===== config.mk =====
export PLATFORM = sky130hd
export DESIGN_NAME = mic_div
export DESIGN_NICKNAME = d
export VERILOG_FILES = /design/src/rtl/mic_pkg.sv /design/src/rtl/mic_div.sv
export VERILOG_INCLUDE_DIRS = /design/src /design/src/rtl
export SDC_FILE = /design/constraint.sdc
export NUM_CORES = 1
export LEC_CHECK = 0
export BUFFER_PORTS_ARGS = -buffer_cell sky130_fd_sc_hd__buf_4
export CORE_UTILIZATION = 40
export CTS_BUF_LIST = sky130_fd_sc_hd__clkbuf_16
export DETAILED_ROUTE_END_ITERATION = 16
export PLACE_DENSITY_LB_ADDON = 0.2
export SYNTH_ARGS = -nofsm -noshare
export SYNTH_HDL_FRONTEND = slang
export SYNTH_SLANG_ARGS = --single-unit

===== constraint.sdc =====
create_clock -name clk -period 3.8 [get_ports clk]
set_input_delay 0.19 -clock clk [delete_from_list [all_inputs] [get_ports clk]]
set_output_delay 0.19 -clock clk [all_outputs]
set_load 0.01 [all_outputs]

===== src/rtl/multipath_increase_correction_assert.svh =====
// assertion macros for the multipath increase correction block
// no dependencies; users need signals clk and rst_n in scope
`ifndef MULTIPATH_INCREASE_CORRECTION_ASSERT_SVH
`define MULTIPATH_INCREASE_CORRECTION_ASSERT_SVH
`ifndef NO_ASSERTIONS
// property that holds at every edge out of reset
`define MIC_ASSERT(lbl, prop, msg) \
  lbl: assert property (@(posedge clk) disable iff (!rst_n) prop) else $error(msg);
// consequence that holds in the cycle after the antecedent
`define MIC_ASSERT_NEXT(lbl, ante, cons, msg) \
  lbl: assert property (@(posedge clk) disable iff (!rst_n) (ante) |=> (cons)) else $error(msg);
`else
`define MIC_ASSERT(lbl, prop, msg)
`define MIC_ASSERT_NEXT(lbl, ante, cons, msg)
`endif
`endif


===== src/rtl/mic_pkg.sv =====
// shared types and constants of the multipath increase correction block
// no dependencies
`default_nettype none
package mic_pkg;
  localparam int MAX_PATHS_DEF = 8;
  localparam int DIV_DW = 49;
  localparam int DIV_SW = 32;

  localparam logic [1:0] MODE_HOP   = 2'd0;
  localparam logic [1:0] MODE_CLOSE = 2'd1;
  localparam logic [1:0] MODE_EVAL  = 2'd2;

  localparam logic [1:0] ST_UPDATED    = 2'd0;
  localparam logic [1:0] ST_NO_FEEDBACK = 2'd1;
  localparam logic [1:0] ST_FEW_PATHS  = 2'd2;
  localparam logic [1:0] ST_NO_CURRENT = 2'd3;

  typedef struct packed {
    logic              start;
    logic [DIV_DW-1:0] dividend;
    logic [DIV_SW-1:0] divisor;
  } div_req_t;

  typedef struct packed {
    logic              done;
    logic [DIV_DW-1:0] quotient;
  } div_rsp_t;

  typedef struct packed {
    logic [47:0] win;
    logic [31:0] rate;
    logic [31:0] cost;
    logic [31:0] rtt;
  } path_entry_t;
endpackage
`default_nettype wire


===== src/rtl/mic_div.sv =====
// shared restoring divider, one quotient bit per cycle
// depends on mic_pkg and the assertion header
`default_nettype none
`include "multipath_increase_correction_assert.svh"
module mic_div import mic_pkg::*; (
  input  wire logic clk,
  input  wire logic rst_n,
  input  div_req_t  req,
  output div_rsp_t  rsp
);
  logic              busy_r;
  logic              done_r;
  logic [5:0]        cnt_r;
  logic [DIV_DW-1:0] q_r;
  logic [DIV_SW-1:0] rem_r;
  logic [DIV_SW-1:0] dvs_r;
  logic [DIV_SW:0]   trial;
  logic              fits;

  // trial subtraction of one step
  assign trial = {rem_r, q_r[DIV_DW-1]};
  assign fits  = trial >= {1'b0, dvs_r};

  always_ff @(posedge clk) begin
    if (!rst_n) begin
      busy_r <= 1'b0;
      done_r <= 1'b0;
      cnt_r  <= '0;
    end else begin
      done_r <= 1'b0;
      if (req.start) begin
        busy_r <= 1'b1;
        cnt_r  <= 6'(DIV_DW);
        q_r    <= req.dividend;
        rem_r  <= '0;
        dvs_r  <= req.divisor;
      end else if (busy_r) begin
        rem_r <= fits ? DIV_SW'(trial - {1'b0, dvs_r}) : trial[DIV_SW-1:0];
        q_r   <= {q_r[DIV_DW-2:0], fits};
        cnt_r <= cnt_r - 6'd1;
        if (cnt_r == 6'd1) begin
          busy_r <= 1'b0;
          done_r <= 1'b1;
        end
      end
    end
  end

  assign rsp.done     = done_r;
  assign rsp.quotient = q_r;

  `MIC_ASSERT(a_rem_below_divisor, busy_r |-> rem_r < dvs_r, "remainder out of range")
  `MIC_ASSERT_NEXT(a_done_single, done_r, !done_r, "done held longer than one cycle")
  `MIC_ASSERT(a_no_restart, req.start |-> !busy_r, "divider started while busy")
endmodule
`default_nettype wire

* Yosys cells after proc, flatten, opt, wreduce, memory -nomap -nowiden
Cells that the tools add are included.
Operators by class: add/sub/neg operators 2, $lt $le $gt $ge 1, equal/unequal tests 1, muxes and demuxes 10, bitwise logic cells 2, reductions and logical operators 5
Operator list (count):
- $mux 49 | 2
- $mux 32 | 2
- $ge 33x32->1 | 1
- $sub 32x32->32 | 1
- $mux 6 | 2
- $eq 6x1->1 const B | 1
- $sub 6x1->6 const B | 1
- $mux 1 | 4
- $reduce_and 2->1 | 2
- $reduce_or 3->1 | 1
- $not 1->1 | 2
- $reduce_bool 2->1 | 1
- $reduce_or 2->1 | 1
Word-level totals: register bits 121, output and inout port bits 50, word-level logic and storage cells 28

* Logic depth before layout (Yosys ltp)
depth in word-level cells 4, gate-level depth with buffers 13

* Worst setup path after synthesis
Ideal clock, no wire load.
kind flip-flop to flip-flop, start point register busy_r, end point register q_r[0] (enable), arrival time 2.426 ns, required time 3.354 ns, slack 0.928 ns, stages on the path, launching flop included 3, buffers on the path 1, path through dfxtp_1 > clkbuf_1 > o21a_1
Between the ends: cells in the longest elaborated chain, start to end 2
RTL lines:
- start, declared | RTL line mic_div.sv:11 | logic busy_r;
- start signal, assigned | RTL line mic_div.sv:26 | busy_r <= 1'b0;
- start signal, assigned | RTL line mic_div.sv:32 | busy_r <= 1'b1;
- start signal, assigned | RTL line mic_div.sv:42 | busy_r <= 1'b0;
- $reduce_bool 2->1 (no line)
- $reduce_and 2->1 (no line)
- end signal, assigned | RTL line mic_div.sv:34 | q_r <= req.dividend;
- end signal, assigned | RTL line mic_div.sv:39 | q_r <= {q_r[DIV_DW-2:0], fits};
- end, declared | RTL line mic_div.sv:14 | logic [DIV_DW-1:0] q_r;
No other way between the ends. A chain may end at the register's enable or synchronous reset.

* Worst setup path in the final report
start point register rem_r[9], end point register rem_r[11], data pin
Between the ends: cells in the longest elaborated chain, start to end 3, elaborated cells on any way between the ends 4
RTL lines:
- start, declared | RTL line mic_div.sv:15 | logic [DIV_SW-1:0] rem_r;
- start signal, assigned | RTL line mic_div.sv:38 | rem_r <= fits ? DIV_SW'(trial - {1'b0, dvs_r}) : trial[DIV_SW-1:0];
- $sub 32x32->32 or $ge 33x32->1 (tied branches) | RTL line mic_div.sv:38, mic_div.sv:22
- $mux 32 (*) | RTL line mic_div.sv:38
- $mux 32 (*) | RTL line mic_div.sv:37 | end else if (busy_r) begin
Every way passes the cells marked *; elsewhere a longest branch is shown, timed or not. The select of a mux whose other input is x is not followed.

==> results.md <==
- Post-synth top area share: a little over 50%
- Final min period: approximately 3.5 ns
- TritonCTS Sinks: 121
- Die Ht: 132 um
- Post-synth top cells: edfxtp_1 (113), mux2_2 (50), inv_1 (43), nor2_1 (43), a21oi_1 (38)
- Core Rows: 47
- Port Buffers: approximately 130
- Share of cells above drive strength 1: between 30% and 40%
- DR pass1 iterations: 5
- Syn avg cell area: 11.8 sq um
- CTS tree: done
- Worst Setup SP: rem_r[9]
- Post-route ant nets: 0
- Htree depth: 4
- Finished Cell Area: 0.00880 sq mm
- Fillers: about 1,500
- CP max stage delay: 0.90 ns
- Drt total wl: roughly 16 mm
- Pwr dens: around 480 mW/mm^2
- CP Launch Type: register
- Worst r2r path cells: 10
- Layout area overhead: 31.0%
- Highest clock rate: around 290 MHz
- DRC viols: 0
- Most common cell in the netlist: edfxtp_1
- Nets@finish: about 850
- Slowest cell on crit path: nor2_4
- Synth Flop Type: edfxtp_1
- GRT Total Usage: a little under a fifth
- Initial DRC Count: approximately 280
- Clock slew at reported path FFs: roughly 0.06 ns
- Outcome: finished, final reports clean
- Die width: ~130 um
- LEAKAGE: roughly 3.7 nW
- Crit Path Category: register to register
- Pwr Total: approximately 4.2 mW
- Post-Route Hold Slack: roughly 0.077 ns
- Setup_tns: 0 ns
- Final setup violating endpoints: 0
- Global route overflow: 0
- WL per Instance: 16.1 um
- Synth warn: 0
- Fin crit share: between 90 and 100%
- Cts repair resizes: 0
- Worst-path maximum fanout: 42
- Post-DP HPWL: around 11 mm
- Required @ worst endpoint: 3.96 ns
- Vias: between 4,000 and 5,000
- CP delay by family, top: simple AND/OR/NAND/NOR gates
- Placer Congestion: slightly below 0.9
- Most used routing layer: met2
- Crit path buf inv count: 0
- Slew Viols, Final: 0
- Synthesized area: ~0.0067 sq mm
- Worst Setup EP: rem_r[11]
- Antenna violations before repair: 0
- Hold Path Class: primary input to register
- Max rail drop VDD: ~0.00032 V
- First-pass GRT wire length: between 20 and 30 mm
- Post-synthesis net count: about 700
- R2R Path Start: rem_r[9]
- Critical path cell sequence: ha_1, and4_1, nand3_1, a21oi_1, o21ai_2, a21oi_2, a2111oi_4, nor2_4, nor3b_1, a31o_2
- GR Util met1: ~24%
- Slew @ Worst Pin: 1.18 ns
- Worst-case clock buffer depth: 2
- Clk Latency, worst-skew pair: about 0.41 ns
- Critical Path AT: roughly 3.7 ns
- Terminus of the critical flop-to-flop path: rem_r[11]
- Sequential share of the synthesized area: around 53%
- Syn Inst Count: 570
- Post-DP Area: 0.00793 sq mm
- Slew margin rel.: 21.5%
- Global-route met2 utilization: about 29%
- Via-per-instance ratio: around 5
- FFs w/ async S/R, synth: 0%
- Max-cap violations: 0
- Core box area: 0.0165 sq mm
- Post-synth EDFFs: around 110
- Starting Density: between 40 and 50%
- R2R Setup Slk: 0.30 ns
- Synth cell types: 59
- Yosys reg bits: about 120
- RSZ-0062 raised after global routing: no
- CP endpoint kind: register
- Vias in the first global route: between 5,000 and 6,000
- Ports: about 130
- Final Hold Vio Count: 0
- Largest area contributor in the netlist: edfxtp_1
- Skew final: about 0.011 ns
- Worst path depth: 10
- GR Util met3: a little under 8%
- Largest net degree at the start of global routing: 83
- Die area: approximately 0.017 sq mm
- Final core occ: a little over half
- Synth area leaders: edfxtp_1 (50%), mux2_2 (8.4%), ha_1 (6.3%), a21oi_1 (2.8%), inv_1 (2.4%)
- ANT cells: 0
- Number of buffers created by CTS: 17
- CTS root buffer: clkbuf_16
-- layout make-up --
| type | instances | area (sq um) | share of cell area (%) |
|---|---|---|---|
| Tap cell | 220 | 275 | 3.13 |
| Clock inverter | 15 | 125 | 1.42 |
| Inverter | 43 | 161 | 1.83 |
| Sequential cell | 121 | 3550 | 40.4 |
| Clock buffer | 17 | 425 | 4.83 |
| Multi-Input combinational cell | 382 | 2900 | 33.0 |
| Timing Repair Buffer | 170 | 1360 | 15.4 |
-- cell families (layout without fill, tap and decap cells) --
group | count (synthesis) | in the layout | synth area share, %
buffers and inverters | 67 | 245 | 4.02
and+or+nand+nor | 125 | 125 | 9.18
xor gates and xnor gates | 30 | 30 | 3.91
muxes | 64 | 64 | 10.5
AOI/OAI and AO/OA | 128 | 128 | 12.9
DFF | 121 | 121 | 52.9
adders and majority gates | 35 | 35 | 6.63
-- worst min-delay path by stage --
stage                     slack, ns    start   endpoint  cells past startpoint
after floorplan                0.29   req[0]   dvs_r[0]                      0
after global placement         0.37  req[28]  dvs_r[28]                      1
after detailed placement       0.37   req[3]   dvs_r[3]                      1
after CTS                      0.06    rst_n   cnt_r[0]                      2
after global routing           0.05  req[62]    q_r[30]                      2
final                          0.08  req[45]    q_r[13]                      2
-- worst register-to-register path, cell delays in order, from the launching register on --
cell	delay, ns
edfxtp_1	0.42
ha_1	0.42
and4_1	0.27
nand3_1	0.10
a21oi_1	0.26
o21ai_2	0.12
a21oi_2	0.23
a2111oi_4	0.13
nor2_4	0.91
nor3b_1	0.14
a31o_2	0.25
-- registers in the layout (all words and copies together), names as in the netlist --
register	cells
dvs_r	32
q_r	49
rem_r	32
done_r	1
busy_r	1
cnt_r	6
-- per-stage QoR --
stage          worst slack (ns)  std cells
2_1_floorplan             0.928        570
3_3_place_gp              0.375        904
4_1_cts                   0.276        968
3_5_place_dp              0.305        904
5_1_grt                 0.00948        968
6_report                  0.303        968
-- cells in the final DEF, fill, tap and decap left out, types with 4 or more instances in the layout --
cell	Yosys	layout
nand2_1	26	26
xnor2_1	18	18
dfxtp_1	8	8
nand2b_1	5	5
o21bai_1	4	4
nor3_1	4	4
mux2i_1	14	14
a21boi_0	5	5
mux2_2	50	50
xor2_1	12	12
clkbuf_16	0	17
o21ai_0	21	21
edfxtp_1	113	113
dlygate4sd3_1	0	32
and3_1	5	5
a21o_1	17	17
a211oi_1	11	11
o21a_1	6	5
buf_4	3	138
clkinv_2	0	4
nand3_1	14	14
nor2_1	43	43
or3_1	4	4
nand4_1	5	5
a21oi_1	38	38
nor2b_1	4	4
inv_1	43	48
ha_1	34	34
-- repair_timing --
item	4_1_cts	5_1_grt
hold buffers	32	0
endpoints found under the hold margin	32	0
setup endpoints to repair	0	1
buffers inserted	0	0
-- where the power goes --
| group | internal, mW | switching, mW | leakage (nW) |
|---|---|---|---|
| clock network | 0.943 | 0.588 | 0.282 |
| registers | 1.61 | 0.0595 | 1.15 |
| logic | 0.475 | 0.552 | 2.23 |
| total | 3.02 | 1.20 | 3.66 |
-- routing by layer --
| layer | share of wire, % | up-vias | wire length [um] |
|---|---|---|---|
| li1 | - | 2446 | - |
| met1 | 45 | 2334 | 7100 |
| met2 | 45 | 185 | 7000 |
| met3 | 8.8 | 10 | 1370 |
| met4 | 0.88 | 0 | 138 |
| met5 | 0 | - | 0 |
Power figures use the tool's default switching activity.
