===== config.mk =====
export PLATFORM = sky130hd
export DESIGN_NAME = mic_ram
export DESIGN_NICKNAME = d
export VERILOG_FILES = /design/src/rtl/multipath_increase_correction_assert.svh /design/src/rtl/mic_ram.sv
export SDC_FILE = /design/constraint.sdc
export NUM_CORES = 1
export LEC_CHECK = 0
export ABC_AREA = 1
export BUFFER_PORTS_ARGS = -buffer_cell sky130_fd_sc_hd__buf_2
export CAP_MARGIN = 20
export CELL_PAD_IN_SITES_DETAIL_PLACEMENT = 0
export CELL_PAD_IN_SITES_GLOBAL_PLACEMENT = 2
export CORE_ASPECT_RATIO = 0.75
export CORE_MARGIN = 4
export CORE_UTILIZATION = 41
export CTS_CLUSTER_DIAMETER = 200
export DETAILED_ROUTE_END_ITERATION = 10
export PLACE_DENSITY = 0.88
export SLEW_MARGIN = 20
export SYNTH_ARGS = -nofsm -noshare
export SYNTH_HDL_FRONTEND = slang
export SYNTH_SLANG_ARGS = --single-unit

===== constraint.sdc =====
create_clock -name clk -period 2.09 [get_ports clk]
set_input_delay 0.1045 -clock clk [delete_from_list [all_inputs] [get_ports clk]]
set_output_delay 0.1045 -clock clk [all_outputs]
set_load 0.1 [all_outputs]

===== src/rtl/multipath_increase_correction_assert.svh =====
// assertion macros for the multipath increase correction block
// no dependencies; users need signals clk and rst_n in scope
`ifndef MULTIPATH_INCREASE_CORRECTION_ASSERT_SVH
`define MULTIPATH_INCREASE_CORRECTION_ASSERT_SVH
`ifndef NO_ASSERTIONS
// property that holds at every edge out of reset
`define MIC_ASSERT(lbl, prop, msg) \
  lbl: assert property (@(posedge clk) disable iff (!rst_n) prop) else $error(msg);
// consequence that holds in the cycle after the antecedent
`define MIC_ASSERT_NEXT(lbl, ante, cons, msg) \
  lbl: assert property (@(posedge clk) disable iff (!rst_n) (ante) |=> (cons)) else $error(msg);
`else
`define MIC_ASSERT(lbl, prop, msg)
`define MIC_ASSERT_NEXT(lbl, ante, cons, msg)
`endif
`endif


===== src/rtl/mic_ram.sv =====
// generic single write port ram with registered read
// no dependencies
`default_nettype none
module mic_ram #(
  parameter int WIDTH = 8,
  parameter int DEPTH = 8
) (
  input  wire logic                     clk,
  input  wire logic                     we,
  input  wire logic [$clog2(DEPTH)-1:0] waddr,
  input  wire logic [WIDTH-1:0]         wdata,
  input  wire logic [$clog2(DEPTH)-1:0] raddr,
  output logic [WIDTH-1:0]              rdata
);
  logic [WIDTH-1:0] mem [DEPTH];

  // write and registered read
  always_ff @(posedge clk) begin
    if (we) begin
      mem[waddr] <= wdata;
    end
    rdata <= mem[raddr];
  end
endmodule
`default_nettype wire


## Yosys cells after proc, flatten, opt, wreduce, memory -nomap -nowiden

Memory sizes are Yosys's and may differ from the RTL's. A register that Yosys moved wholly into a read port is not among the register bits.
Index checks and enable logic that the tools add are counted.

- Register bits after elaboration: 0
- RAM bits: 64
- Input bits: 16
- Output and inout bits: 8
- Word-level logic and storage cells: 3
- Memories kept: 1

- Multiplexer cells: 2

Memory list:

| memory | words | width | rd ports | clocked after memory_dff | write ports | RTL line | RTL |
|---|---|---|---|---|---|---|---|
| mem | 8 | 8 | 1 | 1 | 1 | mic_ram.sv:15 | `logic [WIDTH-1:0] mem [DEPTH];` |

Operator list:

| kind | count |
|---|---|
| 1-bit two-way mux | 2 |

## Longest topological paths before layout

Gate-level depths: netlist of run 1.

- Depth after elaboration: 2
- Mapped depth: 8
- Gate-level depth less buffers: 6

## Worst setup path after synthesis of run 1

No wires, ideal clock.

- Kind: reg-to-output
- From: reg rdata[0] (read register of mem)
- To: out rdata[0]
- Data arrival time: 0.909 ns
- Path slack: 1.077 ns
- Cell stages (with the launch flop): 1
- Buffers on the path: 0
- Cell sequence: dfxtp_1

RTL lines:

| element | RTL line | RTL |
|---|---|---|
| from (decl) | mic_ram.sv:13 | `output logic [WIDTH-1:0] rdata` |

No word-level cell between the ends.

## Worst setup path after layout of run 1

- From: reg rdata[2] (read register of mem)
- To: out rdata[2]

No word-level cell between the ends.

==> out/metrics.sh, run 1 <==
ACHIEVABLE_FREQ_MHz=820.2
HOLD_VIOL=0
SYNTH.FF_LATCH_COUNT=72
MAX_SLEW.WORST_PIN.SLEW_PS=819.8
WORSTPATHBUFFERINVERTERCOUNT=1
DIEAREA_UM2=8899
WORSTPATHMAXFANOUT=1
POSTCTSRESIZEDCELLS=0
YOSYS_CELL_TYPES=11
HTREE_LEVELS=3
ANTENNA_CELLS_INSERTED=0
FIN_WORST_SKEW_PS=7.480
IR_DROP_mV=0.4479
FIRST_GLOBAL_VIAS=1888
CTS_HOLD_BUF=0
MEAN_INSTANCE_SIZE_IN_THE_SYNTHESIZED_NETLIST_UM2=10.07
CLOCK_INSERTION_DELAY_WORST_SKEW_PS=350
GR-TOTAL-OVERFLOW=0
FINALWORSTSETUPSLACK_PS=870.7
FINAL_MAX_SLEW_VIOL_COUNT=0
SETUP_TOTAL_NEGATIVE_SLACK_PS=0
FINAL_CORE_UTILIZATION=0.4815
HOLD_WORST_SLACK_PS=38.38
CTS.REPAIR_TIMING.SETUP_BUFFER_COUNT=0
DIEHEIGHT_UM=82.70
FLOORPLAN.DIE.WIDTH_UM=107.6
CRIT_PATH_START_KIND='flop'
GRT_ANTENNA_BEFORE_REPAIR=0
CRIT_PATH_TOP_DELAY_CELL='sky130_fd_sc_hd__buf_2'
ROUTE.DETAILED.DRC=0
CRITPATHKIND='flop to output pin'
RELSLEWSLACK=0.4515
PLACE_WS_PS=705.6
DRT_ITER0_DRC=136
DRT-VIAS-PER-INSTANCE=4.440
CRITICAL_PATH_CELL_BY_CELL='buf_2'
CLOCKBUFFERDEPTH=2
SYNTH_AREA_UM2=3050
MIN_PERIOD_OVER_PERIOD=0.5834
DRTPASS1ITERATIONS=4
GRT_FIRST_PASS_WIRELENGTH_MM=10.16
ROUTABILITYCONGESTION=0.7953
DRT-TOTAL-WL_MM=6.310
GRT_MAX_DEGREE=33
CRITICAL-PATH-TOP-DELAY-FAMILY='buffers and inverters'
DR_TOTAL_VIAS=1918
WORSTPATHARRIVAL_PS=1110
DP.FINAL_HPWL_MM=4.116
CORE-AREA_UM2=7027
CAP_VIOL_MAX_COUNT=0
MIN_PATH_TYPE='input port to flop'
IO-PIN-COUNT=24
WL_PER_CELL_UM=14.61
CLOCK_ROOT_BUFFER='sky130_fd_sc_hd__clkbuf_8'
FLOORPLAN.ROWS=26
SYN-INSTANCE-COUNT=303
GRT_SETUP_UNREPAIRED='false'
FINISH.NET_COUNT=345
AREA_DELTA_SYNTH_FINAL_PCT=10.91
YS.WARNINGS.COUNT=0
LAYOUT-DRIVE-GT1-SHARE=0.1287
GLOBALROUTETOTALUTIL=0.1574
SYNTH_SEQUENTIAL_AREA_RATIO=0.6825
INITIAL_UTILIZATION=0.4341
TRITONCTS='yes'
POWER.STATIC_LEAKAGE_nW=1.574
SINKS_ON_CLOCK_NET=72
WORST-ENDPOINT-REQUIRED_PS=1990
STATUS='complete, no violations'
CTS_MADE_BUFFERS=9
NUMPORTBUFFERS=23
WORSTSETUPENDPOINTTYPE='output pin'
SYNTH.NET_COUNT=319
FINAL-SETUP-VIOL-COUNT=0
WORST_SETUP_HOLD_PATH_CLK_SLEW_PS=80
POWER_W=0.002923
POWER-PER-CELL-AREA_nW_PER_UM2=863.8
DRTANTENNAVIOLNETS=0
TIMING.FINAL.CRIT_PERIOD_PS=1219
WORST_PATH_LARGEST_CELL_DELAY_PS=430
[kinds of logic (layout without fill, tap and decap cells)]
group,Yosys count,after routing,synth area share
AND/OR/NAND/NOR,150,150,0.1977
flip-flops,72,72,0.6825
buffers and inverters,81,112,0.1198
[path summary, 6_finish.rpt]
| kind | start | end | slack, ps | cells after the start |
|---|---|---|---|---|
| min | wdata[1] | mem[0][1] | 40 | 1 |
| min reg2reg | mem[7][5] | rdata[5] | 640 | 6 |
| max | rdata[2] | rdata[2] | 870 | 1 |
| max reg2reg | mem[0][5] | rdata[5] | 1210 | 6 |
[power by group]
part	switching [W]	total (W)	internal (W)
Sequential	0.0000144	0.00164	0.00162
Clock	0.000532	0.000966	0.000434
Combinational	0.000255	0.000319	0.0000640
Total	0.000802	0.00292	0.00212
[cells in the final DEF, fill, tap and decap left out, drive strengths merged]
cell type,n
nand2,110
inv,71
edfxtp,64
nand3,32
buf,26
clkbuf,10
nor2,8
dfxtp,8
clkinvlp,3
clkinv,2
[area by class of cell]
type / count / area (um2)
Sequential cell: 72 / 2082
Tap cell: 98 / 122.6
Multi-Input combinational cell: 150 / 603.1
Inverter: 70 / 265.3
Clock inverter: 6 / 45.04
Fill cell: 699 / 3643
Timing Repair Buffer: 26 / 137.6
Clock buffer: 10 / 127.6
[synthesized netlist by cell type (all sizes together)]
| library cell | count | area (um2) |
|---|---|---|
| nand2 | 110 | 412.9 |
| inv | 70 | 265.3 |
| edfxtp | 64 | 1922 |
| nand3 | 32 | 160.2 |
| buf | 11 | 100.1 |
| dfxtp | 8 | 160.2 |
| nor2 | 8 | 30.03 |
[layer usage]
metal / share of wire / vias to the layer above / wire [um] / GRT usage
met3: 0.060 / 6 / 381 / 0.04973
met5: 0 / - / 0 / 0
met2: 0.45 / 44 / 2844 / 0.2463
met1: 0.48 / 886 / 3042 / 0.2153
met4: 0.0067 / 0 / 42 / 0.03909
li1: - / 982 / - / -
[through the flow]
step                area [um2]  instances
floorplan                 3050        303
global placement          3211        416
detailed placement        3211        416
CTS                       3383        432
global route              3383        432
finish                    3383        432
[state kept, by name (all words and copies together) (netlist names)]
name	cells
mem	64
rdata	8
No activity file was read; power rests on OpenSTA's default activity.
==> inputs of run 2 (changes only) <==
--- a/config.mk
+++ b/config.mk
@@ -12,10 +12,10 @@
 export CELL_PAD_IN_SITES_GLOBAL_PLACEMENT = 2
 export CORE_ASPECT_RATIO = 0.75
 export CORE_MARGIN = 4
-export CORE_UTILIZATION = 41
+export CORE_UTILIZATION = 34
 export CTS_CLUSTER_DIAMETER = 200
 export DETAILED_ROUTE_END_ITERATION = 10
-export PLACE_DENSITY = 0.88
+export PLACE_DENSITY = 0.79
 export SLEW_MARGIN = 20
 export SYNTH_ARGS = -nofsm -noshare
 export SYNTH_HDL_FRONTEND = slang
==> constraint.sdc (replaced) <==
create_clock -name clk -period 1.1 [get_ports clk]
set_input_delay 0.055 -clock clk [delete_from_list [all_inputs] [get_ports clk]]
set_output_delay 0.055 -clock clk [all_outputs]
set_load 0.1 [all_outputs]
==> out/metrics.sh, run 2 (synthesized netlist as in run 1, its figures left out) <==
HOLD_VIOL=0  # unchanged
AREA_DELTA_SYNTH_FINAL_PCT=22.68  # was 10.91%
WORSTREG2REGSTART='mem[4][2]'  # was mem[0][5]
FIN_WORST_SKEW_PS=6.572  # was 7.480 ps
LARGEST_REGISTERS='mem x64, rdata x8'  # unchanged
R2R_PATH_END='rdata[2]'  # was rdata[5]
FLOORPLAN.ROWS=29  # was 26
ACHIEVABLE_FREQ_MHz=1034
WORSTPATHARRIVAL_PS=910  # was 1110 ps
DIEAREA_UM2=10570  # was 8899 um2
DPL.CELL_COUNT=439  # was 416
CRITICAL_PATH_DEPTH=1  # unchanged
GRT_ANTENNA_BEFORE_REPAIR=0  # unchanged
WORSTSETUPENDPOINTTYPE='output pin'  # unchanged
FINALWORSTSETUPSLACK_PS=132.6  # was 870.7 ps
CRITICAL_PATH_CELL_BY_CELL='buf_12'  # was buf_2
IO-PIN-COUNT=24  # unchanged
FINISH.CELL_COUNT_WITHOUT_FILLERS=458  # was 432
LAYOUT.CELLS.MOST_COMMON='sky130_fd_sc_hd__nand2_1'  # unchanged
POWER_W=0.006682  # was 0.002923 W
GRT_FIRST_PASS_WIRELENGTH_MM=10.03  # was 10.16 mm
PLACE_WS_PS=130.8  # was 705.6 ps
ANTENNA_CELLS_INSERTED=0  # unchanged
WORST_SETUP_HOLD_PATH_CLK_SLEW_PS=60  # was 80 ps
CLOCKBUFFERDEPTH=2  # unchanged
HOLD_PATH_DEPTH=1  # unchanged
DP.FINAL_HPWL_MM=4.002  # was 4.116 mm
GR-TOTAL-OVERFLOW=0  # unchanged
CRIT_PATH_START_KIND='flop'  # unchanged
TIMING.FINAL.CRIT_PERIOD_PS=967.4
DRTPASS1ITERATIONS=4  # unchanged
HTREE_LEVELS=3  # unchanged
IR_DROP_mV=1.076  # was 0.4479 mV
MIN_PERIOD_OVER_PERIOD=0.8795
CRITICAL-PATH-TOP-DELAY-FAMILY='flip-flops'  # was buffers and inverters
POWER.CLOCK.FRACTION=0.427  # was 0.331
LARGEST_REG_FLOPS=64  # unchanged
CTS.REPAIR_TIMING.SETUP_BUFFER_COUNT=0  # unchanged
DRT_ITER0_DRC=125  # was 136
GRT_SETUP_UNREPAIRED='false'  # unchanged
CRIT_PATH_TOP_DELAY_CELL='sky130_fd_sc_hd__dfxtp_1'  # was sky130_fd_sc_hd__buf_2
TRITONCTS='yes'  # unchanged
NUMPORTBUFFERS=23  # unchanged
GLOBALROUTETOTALUTIL=0.1274  # was 0.1574
CRITPATHKIND='flop to output pin'  # unchanged
FLOORPLAN.DIE.WIDTH_UM=117.4  # was 107.6 um
SWITCHING_SHARE=0.2422  # was 0.2743
HOLD_PATH.STARTPOINT='wdata[6]'  # was wdata[1]
P_SWITCHING_W=0.001619  # was 0.0008016 W
TIMING.HOLD.WORST_ENDPOINT='mem[5][6]'  # was mem[0][1]
WORSTREGTOREGCELLS=6  # unchanged
CLOCK_ROOT_BUFFER='sky130_fd_sc_hd__clkbuf_16'  # was sky130_fd_sc_hd__clkbuf_8
LAYOUT-DRIVE-GT1-SHARE=0.1600  # was 0.1287
DIEHEIGHT_UM=90.03  # was 82.70 um
DR_TOTAL_VIAS=1899  # was 1918
SETUP_TOTAL_NEGATIVE_SLACK_PS=0  # unchanged
WORST_PATH_LARGEST_CELL_DELAY_PS=390  # was 430 ps
INITIAL_UTILIZATION=0.3547  # was 0.4341
CLOCK_INSERTION_DELAY_WORST_SKEW_PS=330  # was 350 ps
ROUTE.DETAILED.DRC=0  # unchanged
MAX_SLEW.WORST_PIN.SLEW_PS=367.9  # was 819.8 ps
CELLINTERNALPOWER_W=0.005063  # was 0.002121 W
MIN_PATH_TYPE='input port to flop'  # unchanged
DRT-VIAS-PER-INSTANCE=4.146  # was 4.440
FINAL_MAX_SLEW_VIOL_COUNT=0  # unchanged
FINISH.NET_COUNT=361  # was 345
LARGEST-REGISTER='mem'  # unchanged
SHARE_SEQ_OF_TOTAL_POWER=0.468  # was 0.560
DRTANTENNAVIOLNETS=0  # unchanged
CAP_VIOL_MAX_COUNT=0  # unchanged
CORE-AREA_UM2=8600  # was 7027 um2
POWER.STATIC_LEAKAGE_nW=1.747  # was 1.574 nW
CTS_MADE_BUFFERS=9  # unchanged
STARTPOINT='rdata[3]'  # was rdata[2]
DRT-TOTAL-WL_MM=6.185  # was 6.310 mm
STATUS='complete, no violations'  # unchanged
SINKS_ON_CLOCK_NET=72  # unchanged
POWER-PER-CELL-AREA_nW_PER_UM2=1786  # was 863.8 nW/um2
RRSETUPSLACK_PS=270  # was 1210 ps
WORST-ENDPOINT-REQUIRED_PS=1040  # was 1990 ps
LAYOUT.CELLS.MOST_COMMON_LIST='sky130_fd_sc_hd__nand2_1, sky130_fd_sc_hd__inv_1, sky130_fd_sc_hd__edfxtp_1, sky130_fd_sc_hd__nand3_1, sky130_fd_sc_hd__buf_4'  # was sky130_fd_sc_hd__nand2_1, sky130_fd_sc_hd__inv_1, sky130_fd_sc_hd__edfxtp_1, sky130_fd_sc_hd__nand3_1, sky130_fd_sc_hd__buf_2
WL_PER_CELL_UM=13.50  # was 14.61 um
WORSTPATHMAXFANOUT=1  # unchanged
FINAL-SETUP-VIOL-COUNT=0  # unchanged
COMB_POWER_SHARE=0.105  # was 0.109
WORSTPATHBUFFERINVERTERCOUNT=1  # unchanged
RELSLEWSLACK=0.7544  # was 0.4515
GRT_MAX_DEGREE=33  # unchanged
ROUTABILITYCONGESTION=0.7593  # was 0.7953
FIRST_GLOBAL_VIAS=1891  # was 1888
[run 2: layout make-up]
class | count | area [um2]
inverters | 70 | 265.3
fillers | 820 | 4857
repair buffers | 42 | 360.3
flip-flops and latches | 72 | 2082
well taps | 108 | 135.1
clock buffers | 9 | 225.2
clock inverters | 7 | 71.32
multi-input cells | 150 | 603.1
[run 2: power by group through the flow]
stage	clock network [W]	registers, W	logic (W)
floorplan	0	0.00339	0.000244
global placement	0	0.00318	0.000698
detailed placement	0	0.00318	0.000697
CTS	0.00291	0.00313	0.000712
global route	0.00305	0.00314	0.000767
finish	0.00285	0.00313	0.000703
[run 2: per-stage QoR]
stage          hold slack [ps]  instance area (um2)  utilization
3_5_place_dp             345.4                 3411       0.3966
6_report                 8.315                 3742       0.4352
4_1_cts                  4.204                 3742       0.4352
2_1_floorplan            153.9                 3050            -
3_3_place_gp             325.0                 3411       0.3966
5_1_grt                  6.793                 3742       0.4352
[run 2: what timing repair did]
item | 4_1_cts | 5_1_grt
hold endpoints to repair | 15 | 0
gates resized for setup | 2 | 0
endpoints found under the setup margin | 2 | 0
hold buffers | 3 | 0
[run 2: worst max path at each step]
stage	to	slack (ps)
3_3_place_gp	mem[5][7]	130
2_1_floorplan	rdata[0]	140
4_1_cts	rdata[3]	110
6_report	rdata[3]	130
3_5_place_dp	mem[7][2]	130
5_1_grt	rdata[4]	90
[run 2: per-layer routing]
| metal | share of wire | vias up | routed length [um] | track usage |
|---|---|---|---|---|
| met4 | 0.014 | 0 | 85 | 0.04199 |
| li1 | - | 1015 | - | - |
| met1 | 0.50 | 848 | 3123 | 0.1725 |
| met5 | 0 | - | 0 | 0 |
| met2 | 0.45 | 26 | 2753 | 0.1918 |
| met3 | 0.036 | 10 | 222 | 0.04454 |
[run 2: worst reg2reg max path, cell delays in order, from the launching register on]
cell	delay, ps
sky130_fd_sc_hd__edfxtp_1	380
sky130_fd_sc_hd__inv_1	70
sky130_fd_sc_hd__nand2_1	50
sky130_fd_sc_hd__nand3_1	80
sky130_fd_sc_hd__nand2_1	50
sky130_fd_sc_hd__nand2_1	50
sky130_fd_sc_hd__nand2_1	50
==> inputs of run 3 (changes only) <==
--- a/config.mk
+++ b/config.mk
@@ -6,16 +6,16 @@
 export NUM_CORES = 1
 export LEC_CHECK = 0
 export ABC_AREA = 1
-export BUFFER_PORTS_ARGS = -buffer_cell sky130_fd_sc_hd__buf_2
 export CAP_MARGIN = 20
 export CELL_PAD_IN_SITES_DETAIL_PLACEMENT = 0
 export CELL_PAD_IN_SITES_GLOBAL_PLACEMENT = 2
 export CORE_ASPECT_RATIO = 0.75
 export CORE_MARGIN = 4
-export CORE_UTILIZATION = 34
+export CORE_UTILIZATION = 36
 export CTS_CLUSTER_DIAMETER = 200
 export DETAILED_ROUTE_END_ITERATION = 10
-export PLACE_DENSITY = 0.79
+export DONT_BUFFER_PORTS = 1
+export PLACE_DENSITY = 0.78
 export SLEW_MARGIN = 20
 export SYNTH_ARGS = -nofsm -noshare
 export SYNTH_HDL_FRONTEND = slang
==> out/metrics.sh, run 3 (synthesized netlist as in run 1, its figures left out) <==
FLOORPLAN.DIE.WIDTH_UM=114.3  # was 117.4 um
GRT_ANTENNA_BEFORE_REPAIR=0  # unchanged
TIMING.HOLD.WORST_ENDPOINT='rdata[0]'  # was mem[5][6]
FIN_WORST_SKEW_PS=3.786  # was 6.572 ps
INITIAL_UTILIZATION=0.3786  # was 0.3547
WORSTREGTOREGCELLS=6  # unchanged
SINKS_ON_CLOCK_NET=72  # unchanged
GRT_FIRST_PASS_WIRELENGTH_MM=9.770  # was 10.03 mm
POWER-PER-CELL-AREA_nW_PER_UM2=1866  # was 1786 nW/um2
WORSTSETUPENDPOINTTYPE='output pin'  # unchanged
CRITPATHKIND='flop to output pin'  # unchanged
CORE-AREA_UM2=8058  # was 8600 um2
DPL.CELL_COUNT=415  # was 439
CAP_VIOL_MAX_COUNT=0  # unchanged
DP.FINAL_HPWL_MM=3.724  # was 4.002 mm
TIMING.FINAL.CRIT_PERIOD_PS=995.1  # was 967.4 ps
HOLD_WORST_SLACK_PS=-14.08  # was 8.315 ps
MIN_PERIOD_OVER_PERIOD=0.9047  # was 0.8795
LARGEST_REG_FLOPS=64  # unchanged
FINAL_MAX_SLEW_VIOL_COUNT=0  # unchanged
CLOCKBUFFERDEPTH=2  # unchanged
FIRST_GLOBAL_VIAS=1775  # was 1891
ACHIEVABLE_FREQ_MHz=1005  # was 1034 MHz
HOLD_PATH_DEPTH=4  # was 1
RELSLEWSLACK=0.6891  # was 0.7544
PLACE_WS_PS=275.9  # was 130.8 ps
LARGEST_REGISTERS='mem x64, rdata x8'  # unchanged
DRT-TOTAL-WL_MM=6.202  # was 6.185 mm
CTS.REPAIR_TIMING.SETUP_BUFFER_COUNT=0  # unchanged
WL_PER_CELL_UM=14.06  # was 13.50 um
WORSTPATHARRIVAL_PS=940  # was 910 ps
LAYOUT-DRIVE-GT1-SHARE=0.1071  # was 0.1600
WORSTPATHMAXFANOUT=1  # unchanged
CRITICAL-PATH-TOP-DELAY-FAMILY='flip-flops'  # unchanged
CRIT_PATH_TOP_DELAY_CELL='sky130_fd_sc_hd__dfxtp_1'  # unchanged
VIOLATIONS='negative hold slack'
GLOBALROUTETOTALUTIL=0.1333  # was 0.1274
WORST_SETUP_HOLD_PATH_CLK_SLEW_PS=60  # about the same
POSTCTSRESIZEDCELLS=0  # was 2
GRT_SETUP_UNREPAIRED='false'  # unchanged
WORSTREG2REGSTART='mem[7][4]'  # was mem[4][2]
CTS_HOLD_BUF=9  # was 3
NUMPORTBUFFERS=0  # was 23
FINAL-SETUP-VIOL-COUNT=0  # unchanged
R2R_PATH_END='rdata[4]'  # was rdata[2]
HTREE_LEVELS=3  # unchanged
FINISH.CELL_COUNT_WITHOUT_FILLERS=441  # was 458
DIEAREA_UM2=10030  # was 10570 um2
HOLD_PATH.STARTPOINT='raddr[1]'  # was wdata[6]
CRITICAL_PATH_CELL_BY_CELL='buf_4'  # was buf_12
FINAL_CORE_UTILIZATION=0.4516  # was 0.4352
WORST_PATH_LARGEST_CELL_DELAY_PS=330  # was 390 ps
MAX_SLEW.WORST_PIN.SLEW_PS=464.8  # was 367.9 ps
GR-TOTAL-OVERFLOW=0  # unchanged
CRIT_PATH_START_KIND='flop'  # unchanged
MIN_PATH_TYPE='input port to flop'  # unchanged
DRTPASS1ITERATIONS=4  # unchanged
FINISH.NET_COUNT=347  # was 361
FLOORPLAN.ROWS=28  # was 29
STATUS='finished, violations left'  # was complete, no violations
AREA_DELTA_SYNTH_FINAL_PCT=19.28  # was 22.68%
DRT-VIAS-PER-INSTANCE=4.290  # was 4.146
CLOCK_INSERTION_DELAY_WORST_SKEW_PS=320  # was 330 ps
LAYOUT.CELLS.MOST_COMMON='sky130_fd_sc_hd__nand2_1'  # unchanged
ROUTABILITYCONGESTION=0.7191  # was 0.7593
IO-PIN-COUNT=24  # unchanged
IR_DROP_mV=1.014  # was 1.076 mV
DIEHEIGHT_UM=87.72  # was 90.03 um
RRSETUPSLACK_PS=270  # about the same
DR_TOTAL_VIAS=1892  # was 1899
WORSTPATHBUFFERINVERTERCOUNT=1  # unchanged
ANTENNA_CELLS_INSERTED=0  # unchanged
LAYOUT.CELLS.MOST_COMMON_LIST='sky130_fd_sc_hd__nand2_1, sky130_fd_sc_hd__inv_1, sky130_fd_sc_hd__edfxtp_1, sky130_fd_sc_hd__nand3_1, sky130_fd_sc_hd__buf_4'  # unchanged
WORST-ENDPOINT-REQUIRED_PS=1040  # about the same
POWER.STATIC_LEAKAGE_nW=1.669  # was 1.747 nW
FINALWORSTSETUPSLACK_PS=104.9  # was 132.6 ps
FINAL.FILL_COUNT=774  # was 820
DRTANTENNAVIOLNETS=0  # unchanged
LARGEST-REGISTER='mem'  # unchanged
CLOCK_ROOT_BUFFER='sky130_fd_sc_hd__clkbuf_16'  # unchanged
CTS_MADE_BUFFERS=9  # unchanged
GRT_MAX_DEGREE=34  # was 33
SETUP_TOTAL_NEGATIVE_SLACK_PS=0  # unchanged
HOLD_VIOL=7  # was 0
ROUTE.DETAILED.DRC=0  # unchanged
DRT_ITER0_DRC=86  # was 125
TRITONCTS='yes'  # unchanged
## run 3: report_power, final
group | total (W) | switching (W) | internal, W
Sequential | 0.00311 | 0.0000247 | 0.00309
Clock | 0.00308 | 0.00110 | 0.00198
Combinational | 0.000598 | 0.000444 | 0.000154
Total | 0.00679 | 0.00157 | 0.00522
## run 3: worst max path at each step
| stage | to | cells after the start | from | slack [ps] |
|---|---|---|---|---|
| 2_1_floorplan | rdata[0] | 0 | rdata[0] | 140 |
| 3_3_place_gp | mem[5][0] | 3 | we | 250 |
| 3_5_place_dp | mem[4][7] | 4 | waddr[0] | 280 |
| 4_1_cts | rdata[1] | 1 | rdata[1] | 70 |
| 5_1_grt | rdata[1] | 1 | rdata[1] | 70 |
| 6_report | rdata[1] | 1 | rdata[1] | 100 |
## run 3: routing by layer
metal | vias up | part of all wire | global-route usage
li1 | 990 | - | -
met2 | 26 | 0.47 | 0.2216
met5 | - | 0 | 0
met3 | 10 | 0.038 | 0.04075
met4 | 0 | 0.012 | 0.03560
met1 | 866 | 0.48 | 0.1714
## run 3: cell type report
cell class / instances / area (um2) / share of cell area
inverter: 70 / 265.3 / 0.07290
clock inverter: 7 / 96.34 / 0.02648
timing repair buffer: 28 / 235.2 / 0.06465
multi-input combinational: 150 / 603.1 / 0.1657
clock buffer: 9 / 225.2 / 0.06190
sequential: 72 / 2082 / 0.5722
tap: 105 / 131.4 / 0.03611
## run 3: stage by stage
stage / instance area [um2] / total power [W]
floorplan: 3050 / 0.003637
global placement: 3217 / 0.003707
detailed placement: 3217 / 0.003709
CTS: 3628 / 0.006862
global route: 3638 / 0.007044
finish: 3638 / 0.006789
